$ cat config.mk
export PLATFORM = sky130hd
export DESIGN_NAME = source_bracket_matcher_flat
export DESIGN_NICKNAME = d
export VERILOG_FILES = /design/src/design/sbm_pkg.sv /design/src/design/sbm_text_if.sv /design/src/design/sbm_report_if.sv /design/src/design/source_bracket_matcher.sv /design/src/design/sbm_cell.sv /design/src/design/sbm_stack.sv /design/src/design/sbm_out_queue.sv /design/src/flat_wrapper.sv
export SDC_FILE = /design/constraint.sdc
export NUM_CORES = 1
export LEC_CHECK = 0
export ABC_CLOCK_PERIOD_IN_PS = 39800
export CAP_MARGIN = 20
export CELL_PAD_IN_SITES_DETAIL_PLACEMENT = 0
export CELL_PAD_IN_SITES_GLOBAL_PLACEMENT = 2
export CORE_MARGIN = 4
export CORE_UTILIZATION = 51
export DETAILED_ROUTE_END_ITERATION = 8
export DONT_BUFFER_PORTS = 1
export GPL_TIMING_DRIVEN = 0
export PLACE_DENSITY = 0.88
export SLEW_MARGIN = 5
export SYNTH_ARGS = -nofsm -noshare
export SYNTH_HDL_FRONTEND = slang
export SYNTH_HIERARCHICAL = 1
export SYNTH_SLANG_ARGS = --single-unit
$ cat constraint.sdc
create_clock -name clk -period 39.8 [get_ports clk]
set_clock_uncertainty 0.1 [all_clocks]
set_input_delay 7.96 -clock clk [delete_from_list [all_inputs] [get_ports clk]]
set_output_delay 7.96 -clock clk [all_outputs]
set_load 0.05 [all_outputs]
$ cat src/design/sbm_pkg.sv
`timescale 1ns / 1ps
`default_nettype none
// ----------------------------------------------------------------------------
// sbm_pkg: shared types and constants of the source bracket matcher
// Character codes, scanner modes, report status codes and the control and
// report records passed between the modules.
// ----------------------------------------------------------------------------
package sbm_pkg;

	localparam int DEFAULT_STACK_DEPTH = 256;
	localparam int DEFAULT_LINE_BITS   = 16;
	localparam int OUT_LINE_W          = 16;

	localparam logic [7:0] CH_LPAREN  = 8'h28;
	localparam logic [7:0] CH_RPAREN  = 8'h29;
	localparam logic [7:0] CH_LBRACE  = 8'h7B;
	localparam logic [7:0] CH_RBRACE  = 8'h7D;
	localparam logic [7:0] CH_SLASH   = 8'h2F;
	localparam logic [7:0] CH_STAR    = 8'h2A;
	localparam logic [7:0] CH_NEWLINE = 8'h0A;

	typedef enum logic [2:0] {
		MODE_NORMAL     = 3'd0,
		MODE_SLASH      = 3'd1,
		MODE_LINE_CMT   = 3'd2,
		MODE_BLOCK_CMT  = 3'd3,
		MODE_BLOCK_STAR = 3'd4
	} mode_t;

	typedef enum logic [2:0] {
		ST_BALANCED   = 3'd0,
		ST_NO_OPENER  = 3'd1,
		ST_WRONG_KIND = 3'd2,
		ST_LEFT_OPEN  = 3'd3,
		ST_OVERFLOW   = 3'd4
	} status_t;

	// shift control for the stack row
	typedef struct packed {
		logic push;
		logic pop;
	} stk_ctl_t;

	typedef struct packed {
		status_t                 status;
		logic [7:0]              offending_char;
		logic [OUT_LINE_W-1:0]   line_number;
	} result_t;

endpackage : sbm_pkg
`default_nettype wire

$ cat src/design/sbm_text_if.sv
`timescale 1ns / 1ps
`default_nettype none
// ----------------------------------------------------------------------------
// sbm_text_if: source text channel
// One source byte per transfer, with an end-of-file mark.
// ----------------------------------------------------------------------------
interface sbm_text_if;
	logic       valid;
	logic       ready;
	logic [7:0] text_byte;
	logic       end_of_file;

	modport source (output valid, output text_byte, output end_of_file, input ready);
	modport sink   (input valid, input text_byte, input end_of_file, output ready);
endinterface : sbm_text_if
`default_nettype wire

$ cat src/design/sbm_report_if.sv
`timescale 1ns / 1ps
`default_nettype none
// ----------------------------------------------------------------------------
// sbm_report_if: status report channel
// One bracket status report per transfer.
// ----------------------------------------------------------------------------
interface sbm_report_if;
	logic        valid;
	logic        ready;
	logic [2:0]  status;
	logic [7:0]  offending_char;
	logic [15:0] line_number;

	modport source (output valid, output status, output offending_char,
		output line_number, input ready);
	modport sink   (input valid, input status, input offending_char,
		input line_number, output ready);
endinterface : sbm_report_if
`default_nettype wire

$ cat src/design/source_bracket_matcher.sv
`timescale 1ns / 1ps
`default_nettype none
// A report is written into the output queue as the byte that causes it is taken.
// Throughput: one byte per cycle while the queue is not full; each byte does
// at most one push or pop on the shifting cell row, which is the per-byte critical step.
// Reports wait in a two-entry queue, so input stalls only when it is full.
// Reset (arst_n low) clears mode, stack fill, line count and the fault latch;
// the byte that ends a file returns the same state for the next file.
// ----------------------------------------------------------------------------
// source_bracket_matcher: paren and brace balance checker for C source
// Skips comments, counts lines and reports the first bracket fault or the
// final status of each file.
// ----------------------------------------------------------------------------
module source_bracket_matcher #(
	parameter int STACK_DEPTH = sbm_pkg::DEFAULT_STACK_DEPTH,
	parameter int LINE_BITS   = sbm_pkg::DEFAULT_LINE_BITS
) (
	input  wire logic    clk,
	input  wire logic    arst_n,
	sbm_text_if.sink     text,
	sbm_report_if.source report
);

	localparam int CNT_W   = $clog2(STACK_DEPTH + 1);
	// only the kind is kept per cell; the outermost opener's line has its own register
	localparam int ENTRY_W = 1;

	sbm_pkg::mode_t      mode_q, mode_d;
	logic [CNT_W-1:0]    count_q, count_after;
	logic [LINE_BITS-1:0] line_q;
	logic                fault_q;
	logic                bottom_kind_q, bottom_kind_after;
	logic [LINE_BITS-1:0] bottom_line_q, bottom_line_after;

	logic                accept, act;
	logic [7:0]          c;
	logic                eof;
	logic                normal, line_inc, push, pop, fault;
	sbm_pkg::status_t    fault_status;
	logic                is_nl, is_opener, is_closer;
	logic                stack_full, stack_empty;
	logic                new_kind;
	logic                top_kind;
	logic [ENTRY_W-1:0]  top_entry;
	sbm_pkg::stk_ctl_t   stk_ctl;
	sbm_pkg::result_t    res;
	logic                res_push;
	logic                q_full;

	assign c      = text.text_byte;
	assign eof    = text.end_of_file;
	assign accept = text.valid && text.ready;
	assign act    = accept && !fault_q;
	assign text.ready = !q_full;

	assign is_nl       = (c == sbm_pkg::CH_NEWLINE);
	assign is_opener   = (c == sbm_pkg::CH_LPAREN) || (c == sbm_pkg::CH_LBRACE);
	assign is_closer   = (c == sbm_pkg::CH_RPAREN) || (c == sbm_pkg::CH_RBRACE);
	assign new_kind    = (c == sbm_pkg::CH_LBRACE);
	assign stack_full  = (count_q == CNT_W'(STACK_DEPTH));
	assign stack_empty = (count_q == '0);
	assign top_kind    = top_entry[0];

	always_comb begin
		mode_d       = mode_q;
		normal       = 1'b0;
		line_inc     = 1'b0;
		push         = 1'b0;
		pop          = 1'b0;
		fault        = 1'b0;
		fault_status = sbm_pkg::ST_BALANCED;
		unique case (mode_q)
			sbm_pkg::MODE_SLASH: begin
				if (c == sbm_pkg::CH_SLASH) begin
					mode_d = sbm_pkg::MODE_LINE_CMT;
				end else if (c == sbm_pkg::CH_STAR) begin
					mode_d = sbm_pkg::MODE_BLOCK_CMT;
				end else begin
					mode_d = sbm_pkg::MODE_NORMAL;
					normal = 1'b1;
				end
			end
			sbm_pkg::MODE_LINE_CMT: begin
				if (is_nl) begin
					line_inc = 1'b1;
					mode_d   = sbm_pkg::MODE_NORMAL;
				end
			end
			sbm_pkg::MODE_BLOCK_CMT: begin
				if (c == sbm_pkg::CH_STAR) begin
					mode_d = sbm_pkg::MODE_BLOCK_STAR;
				end else if (is_nl) begin
					line_inc = 1'b1;
				end
			end
			sbm_pkg::MODE_BLOCK_STAR: begin
				if (c == sbm_pkg::CH_SLASH) begin
					mode_d = sbm_pkg::MODE_NORMAL;
				end else if (c != sbm_pkg::CH_STAR) begin
					line_inc = is_nl;
					mode_d   = sbm_pkg::MODE_BLOCK_CMT;
				end
			end
			default: begin
				mode_d = sbm_pkg::MODE_NORMAL;
				normal = 1'b1;
			end
		endcase

		if (normal) begin
			if (c == sbm_pkg::CH_SLASH) begin
				mode_d = sbm_pkg::MODE_SLASH;
			end else if (is_nl) begin
				line_inc = 1'b1;
			end else if (is_opener) begin
				if (stack_full) begin
					fault        = 1'b1;
					fault_status = sbm_pkg::ST_OVERFLOW;
				end else begin
					push = 1'b1;
				end
			end else if (is_closer) begin
				if (stack_empty) begin
					fault        = 1'b1;
					fault_status = sbm_pkg::ST_NO_OPENER;
				end else begin
					pop = 1'b1;
					if (top_kind != (c == sbm_pkg::CH_RBRACE)) begin
						fault        = 1'b1;
						fault_status = sbm_pkg::ST_WRONG_KIND;
					end
				end
			end
		end
	end

	// fill level and outermost opener as they stand after this byte
	always_comb begin
		count_after = count_q;
		if (push) begin
			count_after = count_q + CNT_W'(1);
		end else if (pop) begin
			count_after = count_q - CNT_W'(1);
		end
		bottom_kind_after = bottom_kind_q;
		bottom_line_after = bottom_line_q;
		if (push && stack_empty) begin
			bottom_kind_after = new_kind;
			bottom_line_after = line_q;
		end
	end

	assign stk_ctl.push = act && push;
	assign stk_ctl.pop  = act && pop;

	sbm_stack #(
		.STACK_DEPTH (STACK_DEPTH),
		.ENTRY_W     (ENTRY_W)
	) u_stack (
		.clk        (clk),
		.ctl        (stk_ctl),
		.push_entry (new_kind),
		.top_entry  (top_entry)
	);

	always_ff @(posedge clk) begin
		if (act && push && stack_empty) begin
			bottom_kind_q <= new_kind;
			bottom_line_q <= line_q;
		end
	end

	always_ff @(posedge clk or negedge arst_n) begin
		if (!arst_n) begin
			mode_q  <= sbm_pkg::MODE_NORMAL;
			count_q <= '0;
			line_q  <= LINE_BITS'(1);
			fault_q <= 1'b0;
		end else if (accept) begin
			if (eof) begin
				mode_q  <= sbm_pkg::MODE_NORMAL;
				count_q <= '0;
				line_q  <= LINE_BITS'(1);
				fault_q <= 1'b0;
			end else if (!fault_q) begin
				mode_q  <= mode_d;
				count_q <= count_after;
				if (line_inc && (line_q != {LINE_BITS{1'b1}})) begin
					line_q <= line_q + LINE_BITS'(1);
				end
				fault_q <= fault;
			end
		end
	end

	always_comb begin
		if (fault) begin
			res.status         = fault_status;
			res.offending_char = c;
			res.line_number    = sbm_pkg::OUT_LINE_W'(line_q);
		end else if (count_after != '0) begin
			res.status         = sbm_pkg::ST_LEFT_OPEN;
			res.offending_char = bottom_kind_after ? sbm_pkg::CH_LBRACE : sbm_pkg::CH_LPAREN;
			res.line_number    = sbm_pkg::OUT_LINE_W'(bottom_line_after);
		end else begin
			res.status         = sbm_pkg::ST_BALANCED;
			res.offending_char = 8'h00;
			res.line_number    = '0;
		end
	end

	assign res_push = act && (fault || eof);

	sbm_out_queue u_out_queue (
		.clk    (clk),
		.arst_n (arst_n),
		.push   (res_push),
		.din    (res),
		.full   (q_full),
		.report (report)
	);

	a_count_bound : assert property (@(posedge clk) disable iff (!arst_n)
		count_q <= CNT_W'(STACK_DEPTH))
		else $error("stack fill beyond depth");

	a_eof_clears : assert property (@(posedge clk) disable iff (!arst_n)
		(accept && eof) |=> (count_q == '0 && line_q == LINE_BITS'(1) && !fault_q
			&& mode_q == sbm_pkg::MODE_NORMAL))
		else $error("end of file did not restore initial state");

	a_fault_latches : assert property (@(posedge clk) disable iff (!arst_n)
		(act && fault && !eof) |=> fault_q)
		else $error("fault not latched");

	a_latched_quiet : assert property (@(posedge clk) disable iff (!arst_n)
		fault_q |-> (!stk_ctl.push && !stk_ctl.pop && !res_push))
		else $error("activity after a latched fault");

endmodule : source_bracket_matcher
`default_nettype wire

$ cat src/design/sbm_cell.sv
`timescale 1ns / 1ps
`default_nettype none
// ----------------------------------------------------------------------------
// sbm_cell: one stack cell
// Holds one opener entry; loads from the cell above on push and from the
// cell below on pop.
// ----------------------------------------------------------------------------
module sbm_cell #(
	parameter int ENTRY_W = 17
) (
	input  wire logic                 clk,
	input  wire sbm_pkg::stk_ctl_t    ctl,
	input  wire logic [ENTRY_W-1:0]   from_prev,
	input  wire logic [ENTRY_W-1:0]   from_next,
	output logic      [ENTRY_W-1:0]   entry
);

	logic [ENTRY_W-1:0] entry_q;

	always_ff @(posedge clk) begin
		if (ctl.push) begin
			entry_q <= from_prev;
		end else if (ctl.pop) begin
			entry_q <= from_next;
		end
	end

	assign entry = entry_q;

endmodule : sbm_cell
`default_nettype wire

$ cat src/design/sbm_stack.sv
`timescale 1ns / 1ps
`default_nettype none
// ----------------------------------------------------------------------------
// sbm_stack: shifting stack of opener entries
// A row of cells; the top of stack always sits in cell 0.
// ----------------------------------------------------------------------------
module sbm_stack #(
	parameter int STACK_DEPTH = sbm_pkg::DEFAULT_STACK_DEPTH,
	parameter int ENTRY_W     = 17
) (
	input  wire logic                 clk,
	input  wire sbm_pkg::stk_ctl_t    ctl,
	input  wire logic [ENTRY_W-1:0]   push_entry,
	output logic      [ENTRY_W-1:0]   top_entry
);

	logic [ENTRY_W-1:0] cells [STACK_DEPTH];

	for (genvar i = 0; i < STACK_DEPTH; i++) begin : g_cell
		logic [ENTRY_W-1:0] prev_d;
		logic [ENTRY_W-1:0] next_d;

		if (i == 0) begin : g_first
			assign prev_d = push_entry;
		end else begin : g_mid
			assign prev_d = cells[i-1];
		end

		// last cell keeps its contents on pop; it is then beyond the fill level
		if (i == STACK_DEPTH - 1) begin : g_last
			assign next_d = cells[i];
		end else begin : g_inner
			assign next_d = cells[i+1];
		end

		sbm_cell #(
			.ENTRY_W (ENTRY_W)
		) u_cell (
			.clk       (clk),
			.ctl       (ctl),
			.from_prev (prev_d),
			.from_next (next_d),
			.entry     (cells[i])
		);
	end

	assign top_entry = cells[0];

endmodule : sbm_stack
`default_nettype wire

$ cat src/design/sbm_out_queue.sv
`timescale 1ns / 1ps
`default_nettype none
// ----------------------------------------------------------------------------
// sbm_out_queue: two-entry report queue
// Decouples the scanner from a stalled report sink.
// ----------------------------------------------------------------------------
module sbm_out_queue (
	input  wire logic              clk,
	input  wire logic              arst_n,
	input  wire logic              push,
	input  wire sbm_pkg::result_t  din,
	output logic                   full,
	sbm_report_if.source           report
);

	sbm_pkg::result_t slot_q [2];
	logic             wr_ptr_q;
	logic             rd_ptr_q;
	logic [1:0]       cnt_q;
	logic             pop;

	assign pop  = report.valid && report.ready;
	assign full = (cnt_q == 2'd2);

	always_ff @(posedge clk) begin
		if (push) begin
			slot_q[wr_ptr_q] <= din;
		end
	end

	always_ff @(posedge clk or negedge arst_n) begin
		if (!arst_n) begin
			wr_ptr_q <= 1'b0;
			rd_ptr_q <= 1'b0;
			cnt_q    <= 2'd0;
		end else begin
			if (push) begin
				wr_ptr_q <= ~wr_ptr_q;
			end
			if (pop) begin
				rd_ptr_q <= ~rd_ptr_q;
			end
			cnt_q <= cnt_q + {1'b0, push} - {1'b0, pop};
		end
	end

	assign report.valid          = (cnt_q != 2'd0);
	assign report.status         = slot_q[rd_ptr_q].status;
	assign report.offending_char = slot_q[rd_ptr_q].offending_char;
	assign report.line_number    = slot_q[rd_ptr_q].line_number;

endmodule : sbm_out_queue
`default_nettype wire

$ cat src/flat_wrapper.sv
// flat-port wrapper written by rule: the top's interface ports become plain ports
module source_bracket_matcher_flat 
#(
	parameter int STACK_DEPTH = sbm_pkg::DEFAULT_STACK_DEPTH,
	parameter int LINE_BITS   = sbm_pkg::DEFAULT_LINE_BITS
)
  (clk, arst_n, text_valid, text_text_byte, text_end_of_file, text_ready, report_valid, report_status, report_offending_char, report_line_number, report_ready);
  sbm_text_if text_i ();
  sbm_report_if report_i ();
  input  wire logic clk;
  input  wire logic arst_n;
  input wire logic [$bits(text_i.valid)-1:0] text_valid;
  input wire logic [$bits(text_i.text_byte)-1:0] text_text_byte;
  input wire logic [$bits(text_i.end_of_file)-1:0] text_end_of_file;
  output wire logic [$bits(text_i.ready)-1:0] text_ready;
  output wire logic [$bits(report_i.valid)-1:0] report_valid;
  output wire logic [$bits(report_i.status)-1:0] report_status;
  output wire logic [$bits(report_i.offending_char)-1:0] report_offending_char;
  output wire logic [$bits(report_i.line_number)-1:0] report_line_number;
  input wire logic [$bits(report_i.ready)-1:0] report_ready;
  assign text_i.valid = text_valid;
  assign text_i.text_byte = text_text_byte;
  assign text_i.end_of_file = text_end_of_file;
  assign text_ready = text_i.ready;
  assign report_valid = report_i.valid;
  assign report_status = report_i.status;
  assign report_offending_char = report_i.offending_char;
  assign report_line_number = report_i.line_number;
  assign report_i.ready = report_ready;
  source_bracket_matcher #(.STACK_DEPTH(STACK_DEPTH), .LINE_BITS(LINE_BITS)) u_core (.clk(clk), .arst_n(arst_n), .text(text_i), .report(report_i));
endmodule
### Word level (Yosys, flattened, before mapping)

Memories as Yosys holds them, arrays and structs flattened.
Cells that the tools add are included.

* flip-flop bits (word level): 306
* word-level logic and storage cells: 887
* output and inout port bits: 29
* memory bits (writable): 54
* memories kept: 1
* bits of input ports: 13

Memory list
* u_core.u_out_queue.slot_q: words 2, bits a word 27, read ports 1, clocked after memory_dff 0, wr ports 1, line sbm_out_queue.sv:16 `sbm_pkg::result_t slot_q [2];`

* bitwise operators: 2
* add/subtract/negate cells: 5
* equal/unequal tests: 17
* muxes and demuxes: 575
* reductions and logical operators: 22

Operators by type and width (number)
* $mux W1: 543
* $mux W16: 4
* $mux W3: 16
* $mux W9: 4
* $eq A8 B6 Y1 const B: 4
* $mux W27: 1
* $mux W26: 1
* $add A16 B1 Y16 const B: 1
* $eq A8 B7 Y1 const B: 2
* $ne A16 B16 Y1 const B: 1
* $pmux W3 S4: 1
* $add A9 B1 Y9 const B: 1
* $eq A9 B9 Y1 const B: 1
* $logic_and A1 B1 Y1: 9
* $logic_not A9 Y1: 1
* $reduce_bool A9 Y1: 1
* $sub A9 B1 Y9 const B: 1
* $eq A8 B4 Y1 const B: 1
* $ne A8 B6 Y1 const B: 1
* $mux W7: 1
* $eq A3 B2 Y1 const B: 2
* $reduce_bool A2 Y1: 3
* $mux W2: 2
* $eq A3 B1 Y1 const B: 1
* 14 further kinds: 18

### Logic depth before layout (Yosys ltp)

Gate-level depths: netlist of run 1.

* depth after elaboration: 13
* gate-level depth with buffers: 11
* mapped depth without buffers: 11

### By module

The synthesis of run 1 kept the hierarchy.

Modules (own cells, without submodules)
* sbm_cell: cells each 3, instances 256, seq. area each 30.0 µm², area an instance 51.3 µm²
* source_bracket_matcher: cells each 367, instances 1, seq. area each 1237.4 µm², area an instance 3248.1 µm²
* sbm_out_queue: cells each 101, instances 1, seq. area each 1721.7 µm², area an instance 2248.4 µm²

### Worst setup path before layout of run 1

OpenSTA, ideal clock, no wires.

* path kind: in2reg
* start: in text_text_byte[1]
* end: reg u_core.u_stack.g_cell[0].u_cell.entry_q, data pin
* arrival: 33.212 ns
* buffers on the path: 1
* cell stages on the path: 7
* required time: 39.426 ns
* slack: 6.214 ns
* cell sequence: buf_6 or4_1 a2111o_1 nor3_1 nand2_1 nor2_1 mux2_4

RTL lines
* start: declaration: line flat_wrapper.sv:13 `input wire logic [$bits(text_i.text_byte)-1:0] text_text_byte;`
* end signal: assignment: line sbm_cell.sv:22 `entry_q <= from_prev;`
* end signal: assignment: line sbm_cell.sv:24 `entry_q <= from_next;`
* end: declaration: line sbm_cell.sv:18 `logic [ENTRY_W-1:0] entry_q;`

==> flow_metrics.env, run 1 <==
export IMPL_p_int_mw=0.663
export IMPL_initial_core_util_pct=52.0
export IMPL_viasPerCell=5.34
export IMPL_period_share_pct=29.4
export IMPL_grt_pass1_wl_um=49600
export IMPL_cp_max_fo=10
export IMPL_drive_gt1_share_pct=29.4
export IMPL_final_common_cell="edfxtp_1"
export IMPL_grt_overflow_total=0
export IMPL_syn_to_final_growth_pct=12.8
export IMPL_cts_sinks=360
export IMPL_ys_seq_area_share_pct=57.1
export IMPL_total_power_mw=0.886
export IMPL_vdd_drop_max_mv=0.0260
export IMPL_clk_latency_ps=540
export IMPL_fmax_ghz=0.0854
export IMPL_antennaDiodeCount=0
export IMPL_async_flop_share_pct=9.17
export IMPL_dp_hpwl_um=19300
export IMPL_synth_simple_area_share_pct=13.1
export IMPL_vias=9592
export IMPL_initialDrtViolationCount=641
export IMPL_r2r_start="u_core/count_q[0]"
export IMPL_worstSetupPathType="in -> reg"
export IMPL_io_buffer_count=0
export IMPL_startpoint_type="input pin"
export IMPL_wirelength_um=30100
export IMPL_drc_errors=0
export IMPL_reg2regPathDepth=11
export IMPL_period_minus_slack_ps=11710
export IMPL_hold_violations=0
export IMPL_hp_class="reg -> reg"
export IMPL_power_density_mw_per_mm2=42.2
export IMPL_grt_pass1_vias=9722
export IMPL_synth_top_family_by_area="multiplexers"
export IMPL_synth_distinct_cells=64
export IMPL_drtPass1Iterations=6
export IMPL_synth_xor_area_share_pct=1.08
export IMPL_ctsHoldBuffers=0
export IMPL_cp_required_ps=39980
export IMPL_die_w_um=199
export IMPL_clockPowerShare_pct=39.9
export IMPL_wl_per_cell_um=16.7
export IMPL_leakagePower_nw=7.40
export IMPL_synth_cell_area_sq_mm=0.0186
export IMPL_postCtsSetupRepairBufs=0
export IMPL_syn_avg_cell_area_sq_um=15.1
export IMPL_cts_root_buf="clkbuf_16"
export IMPL_final_cells=1797
export IMPL_gp_congestion=0.866
export IMPL_cts_tree="yes"
export IMPL_synth_mux_area_share_pct=23.8
export IMPL_cts_buffers=40
export IMPL_fin_util_pct=58.6
export IMPL_yosysWarnings=6
export IMPL_htree_num_levels=2
export IMPL_grt_usage_pct=15.2
export IMPL_rsz0062_at_grt="false"
export IMPL_netlist_instances=1236
export IMPL_die_y_um=199
export IMPL_ys_ff_latch=360
export IMPL_startpoint="text_text_byte[6]"
export IMPL_cts_resized=0
export IMPL_setup_viol=0
export IMPL_status="complete, no violations"
export IMPL_design_die_area_sq_mm=0.0396
export IMPL_place_inst=1723
export IMPL_crit_path_end_kind="flip-flop"
export IMPL_yosys_most_used_dff="edfxtp_1"
export IMPL_layout_common_cells="327 x edfxtp_1, 275 x mux2_4, 256 x or2_1"
export IMPL_antenna_found_initial=0
export IMPL_worstHoldStart="u_core/u_out_queue/wr_ptr_q"
export IMPL_io_pins=42
export IMPL_grt_max_degree=53
export IMPL_comb_power_share_pct=12.0
export IMPL_switchingPower_mw=0.223
export IMPL_swShare_pct=25.1
export IMPL_seq_power_share_pct=48.1
export IMPL_finalSetupTns_ps=0
export IMPL_row_count=69
export IMPL_tightestPinTransition_ps=1120
export IMPL_synth_edf_count=327
export IMPL_max_slew_margin_pct=25.4
export IMPL_critical_path_arrival_ps=11890
export IMPL_final_nets=1323
export IMPL_synth_adder_area_share_pct=0.336
export IMPL_path_clk_slew_ps=60
export IMPL_drv_slew=0
export IMPL_cts_buffer_depth=3
export IMPL_synth_compound_area_share_pct=3.16
export IMPL_maxCapViolations=0
export IMPL_core_area_sq_mm=0.0358
export IMPL_hold_depth=1
export IMPL_drtAntennaViolNets=0
## worst max-delay path, cell delays in order
cell,delay [ps]
buf_2,160
or3_1,370
a2111oi_1,1020
nand2_1,510
o32a_1,530
xnor2_1,160
nor4_1,670
buf_2,350
a21oi_1,140
## final cells by class
type,instances,area [sq um]
Fill cell,2793,14800
Sequential cell,360,10600
Multi-Input combinational cell,836,7770
Clock buffer,56,1120
Tap cell,461,577
Timing Repair Buffer,26,513
Buffer,26,180
Clock inverter,17,140
Inverter,15,56.3
## per-layer routing
metal | routed length, um | up-vias | share of wire, % | track usage [%]
met5 | 0 | - | 0 | 0
met1 | 15000 | 4670 | 50 | 22.3
li1 | - | 4757 | - | -
met4 | 546 | 0 | 1.8 | 3.98
met3 | 1050 | 39 | 3.5 | 3.25
met2 | 13500 | 126 | 45 | 23.1
## state kept, by name, indices dropped and copies added (netlist names)
| register | cells |
|---|---|
| u_core/u_out_queue/slot_q | 54 |
| u_core/u_stack/g_cell.u_cell/entry | 256 |
| u_core/fault_q | 1 |
| u_core/u_out_queue/rd_ptr_q | 1 |
| u_core/bottom_line_q | 16 |
| u_core/count_q | 9 |
| u_core/u_out_queue/cnt_q | 2 |
| u_core/bottom_kind_q | 1 |
| u_core/mode_q | 3 |
| u_core/u_out_queue/wr_ptr_q | 1 |
| u_core/line_q | 16 |
## cell usage after synthesis (4+ instances only)
cell / number / area (sq um)
edfxtp_1: 327 / 9820
mux2_4: 275 / 4130
or2_1: 256 / 1600
nand2_1: 37 / 139
dfrtp_1: 32 / 801
nor2_1: 31 / 116
a21oi_1: 25 / 125
mux2i_1: 21 / 210
nand3_1: 17 / 85.1
xor2_1: 16 / 140
inv_1: 15 / 56.3
o21ai_0: 15 / 75.1
clkbuf_1: 14 / 52.6
nand4_1: 14 / 87.6
nor3_1: 13 / 65.1
mux2_2: 9 / 101
nor2b_1: 9 / 56.3
nor4_1: 9 / 56.3
xnor2_1: 7 / 61.3
buf_6: 6 / 67.6
o31ai_1: 6 / 45.0
a21o_1: 5 / 37.5
ha_1: 5 / 62.6
a31oi_1: 4 / 25.0
buf_2: 4 / 20.0
or3_1: 4 / 25.0
## logic make-up after synthesis
kind of cell,count (synthesis)
and+or+nand+nor,416
DFF,360
muxes,305
AOI/OAI and AO/OA,85
buffers and inverters,41
xor gates and xnor gates,23
adders and majority gates,5
other,1
## power groups by stage
stage	combinational, mW	sequential [mW]	clock [mW]
floorplan	0.0964	0.432	0
global placement	0.109	0.433	0
detailed placement	0.108	0.434	0
CTS	0.108	0.426	0.367
global route	0.113	0.427	0.382
finish	0.107	0.426	0.353
## through the flow
step / hold slack [ps] / setup slack [ps] / area, sq um
after global placement: 372 / -403 / 19200
after global routing: 453 / 27920 / 21000
after floorplan: 355 / 6210 / 18600
after detailed placement: 405 / 27590 / 19700
final: 419 / 28090 / 21000
after CTS: 418 / 28150 / 21000
## final timing paths
| check | slack [ps] | end |
|---|---|---|
| min in group asynchronous | 7010 | u_core/count_q[1] |
| max in group asynchronous | 32400 | u_core/line_q[0] |
| max reg2reg | 35370 | u_core/u_out_queue/slot_q[0][7] |
| min | 420 | u_core/u_out_queue/wr_ptr_q |
| max | 28090 | u_core/u_out_queue/slot_q[0][7] |
| min reg2reg | 420 | u_core/u_out_queue/wr_ptr_q |
Note: power is estimated with default switching activity, not from simulation.
==> inputs of run 2 (changes only) <==
--- a/config.mk
+++ b/config.mk
@@ -5,16 +5,16 @@
 export SDC_FILE = /design/constraint.sdc
 export NUM_CORES = 1
 export LEC_CHECK = 0
-export ABC_CLOCK_PERIOD_IN_PS = 39800
+export ABC_CLOCK_PERIOD_IN_PS = 11000
 export CAP_MARGIN = 20
 export CELL_PAD_IN_SITES_DETAIL_PLACEMENT = 0
 export CELL_PAD_IN_SITES_GLOBAL_PLACEMENT = 2
 export CORE_MARGIN = 4
-export CORE_UTILIZATION = 51
+export CORE_UTILIZATION = 48
 export DETAILED_ROUTE_END_ITERATION = 8
 export DONT_BUFFER_PORTS = 1
 export GPL_TIMING_DRIVEN = 0
-export PLACE_DENSITY = 0.88
+export PLACE_DENSITY = 0.83
 export SLEW_MARGIN = 5
 export SYNTH_ARGS = -nofsm -noshare
 export SYNTH_HDL_FRONTEND = slang
==> constraint.sdc (replaced) <==
create_clock -name clk -period 11 [get_ports clk]
set_clock_uncertainty 0.1 [all_clocks]
set_input_delay 2.2 -clock clk [delete_from_list [all_inputs] [get_ports clk]]
set_output_delay 2.2 -clock clk [all_outputs]
set_load 0.05 [all_outputs]
==> run 2 against run 1 <==
Compared with the run above:
- first-iteration DRC count is 7.6% lower
- worst hold slack worse by 13 ps
- sequential power rose to 3.6 times the previous value
- global-route usage is 0.57 points lower
- via count fell by 0.16%
- core utilization decreased by 3.0 points
- sequential share of layout area fell by 0.20 points
- critical path type unchanged
==> flow_metrics.env, run 2 (synthesis gave the netlist of run 1 again) <==
export IMPL_final_common_cell="edfxtp_1"
export IMPL_die_w_um=205
export IMPL_antenna_found_initial=0
export IMPL_core_area_sq_mm=0.0379
export IMPL_crit_path_end_kind="flip-flop"
export IMPL_wirelength_um=30300
export IMPL_grt_pass1_wl_um=50600
export IMPL_clk_latency_ps=540
export IMPL_place_ws_ps=4710
export IMPL_initial_core_util_pct=49.1
export IMPL_path_clk_slew_ps=60
export IMPL_io_pins=42
export IMPL_cts_buffers=39
export IMPL_cts_resized=0
export IMPL_dp_hpwl_um=19600
export IMPL_max_slew_margin_pct=35.2
export IMPL_postCtsSetupRepairBufs=0
export IMPL_viasPerCell=5.20
export IMPL_drtAntennaViolNets=0
export IMPL_design_die_area_sq_mm=0.0420
export IMPL_fmax_ghz=0.175
export IMPL_grt_max_degree=50
export IMPL_slowest_delay_ps=800
export IMPL_gp_congestion=0.822
export IMPL_fin_area_sq_mm=0.0211
export IMPL_setup_viol=0
export IMPL_setup_slack_ps=5270
export IMPL_largest_reg_flops=256
export IMPL_wl_per_cell_um=16.4
export IMPL_drc_errors=0
export IMPL_io_buffer_count=0
export IMPL_vias=9577
export IMPL_final_nets=1323
export IMPL_cp_max_fo=10
export IMPL_drtPass1Iterations=4
export IMPL_layout_common_cells="327 x edfxtp_1, 275 x mux2_4, 256 x or2_1"
export IMPL_multiInputGateArea_sq_mm=0.00778
export IMPL_die_y_um=205
export IMPL_grt_overflow_total=0
export IMPL_syn_to_final_growth_pct=13.2
export IMPL_power_density_mw_per_mm2=152
export IMPL_worstSetupPathType="in -> reg"
export IMPL_row_count=71
export IMPL_hp_class="reg -> reg"
export IMPL_cp_slowest_cell="a2111oi_1"
export IMPL_initialDrtViolationCount=592
export IMPL_cts_tree="yes"
export IMPL_fin_util_pct=55.6
export IMPL_ctsHoldBuffers=0
export IMPL_dpl_cell_area_sq_mm=0.0198
export IMPL_cpMostUsedCell="buf_2"
export IMPL_regArea_sq_mm=0.0106
export IMPL_grt_usage_pct=14.6
export IMPL_cts_buffer_depth=3
export IMPL_startpoint_type="input pin"
export IMPL_num_fill_cells=3041
export IMPL_critical_path_arrival_ps=5890
export IMPL_grt_pass1_vias=9759
export IMPL_finalSetupTns_ps=0
export IMPL_drv_slew=0
export IMPL_maxCapViolations=0
export IMPL_cts_sinks=360
export IMPL_htree_num_levels=2
export IMPL_cp_required_ps=11160
export IMPL_status="complete, no violations"
export IMPL_antennaDiodeCount=0
export IMPL_rsz0062_at_grt="false"
export IMPL_cts_root_buf="clkbuf_16"
export IMPL_drive_gt1_share_pct=29.3
export IMPL_hold_violations=0
export IMPL_period_minus_slack_ps=5730
export IMPL_leakagePower_nw=7.41
export IMPL_cp_cell_sequence="buf_2 > or3_1 > a2111oi_1 > buf_2 > nand2_1 > o32a_1 > xnor2_1 > nor4_1 > buf_2 > a21oi_1"
export IMPL_tightestPinTransition_ps=960
export IMPL_period_share_pct=52.1
export IMPL_vdd_drop_max_mv=0.0847
[run 2: cell types whose count changed in the layout (fill, tap and decap cells not counted), sizes merged, moves of 2 or more]
cell / before / now
clkinv: 11 / 14
bufinv: 2 / 4
clkinvlp: 2 / 0
clkbuf: 71 / 63
[run 2: critical path: cells and delay by family]
kind / cells / cell delay, ps
XOR/XNOR: 1 / 150
AND/OR/NAND/NOR: 3 / 1290
AO/OA/AOI/OAI: 3 / 1430
buffers and inverters: 3 / 810
[run 2: path summary, 6_finish.rpt]
check | cells after the start | slack [ps] | endpoint | from
max | 10 | 5270 | u_core/u_out_queue/slot_q[0][16] | text_text_byte[6]
min | 1 | 410 | u_core/u_out_queue/wr_ptr_q | u_core/u_out_queue/wr_ptr_q
max reg2reg | 11 | 6290 | u_core/u_out_queue/slot_q[0][16] | u_core/count_q[0]
min reg2reg | 1 | 410 | u_core/u_out_queue/wr_ptr_q | u_core/u_out_queue/wr_ptr_q
max in group asynchronous | 0 | 9360 | u_core/line_q[0] | arst_n
min in group asynchronous | 0 | 1250 | u_core/count_q[4] | arst_n
[run 2: report_power, final]
group	leakage, nW	switching (mW)	internal (mW)
clock network	0.607	0.515	0.770
logic	4.25	0.263	0.125
registers	2.56	0.0213	1.52
total	7.41	0.800	2.42
[run 2: layout make-up]
class | instances | share of cell area, %
clock inverters | 19 | 0.884
flip-flops and latches | 360 | 50.5
clock buffers | 49 | 5.01
plain buffers | 26 | 0.872
inverters | 15 | 0.267
repair buffers | 27 | 2.57
multi-input cells | 836 | 36.9
well taps | 511 | 3.03
[run 2: layer usage]
layer,vias to the layer above,part of all wire (%),track usage (%)
met5,-,0,0
met4,0,2.4,4.19
met3,53,4.0,3.25
met2,115,44,22.6
met1,4664,49,20.8
li1,4745,-,-
[run 2: metrics by stage]
step,power [mW],cells,hold WS (ps)
final,3.22,1843,406
after global placement,1.95,1748,369
after global routing,3.34,1843,434
after detailed placement,1.96,1775,400
after floorplan,1.91,1237,355
after CTS,3.27,1843,412
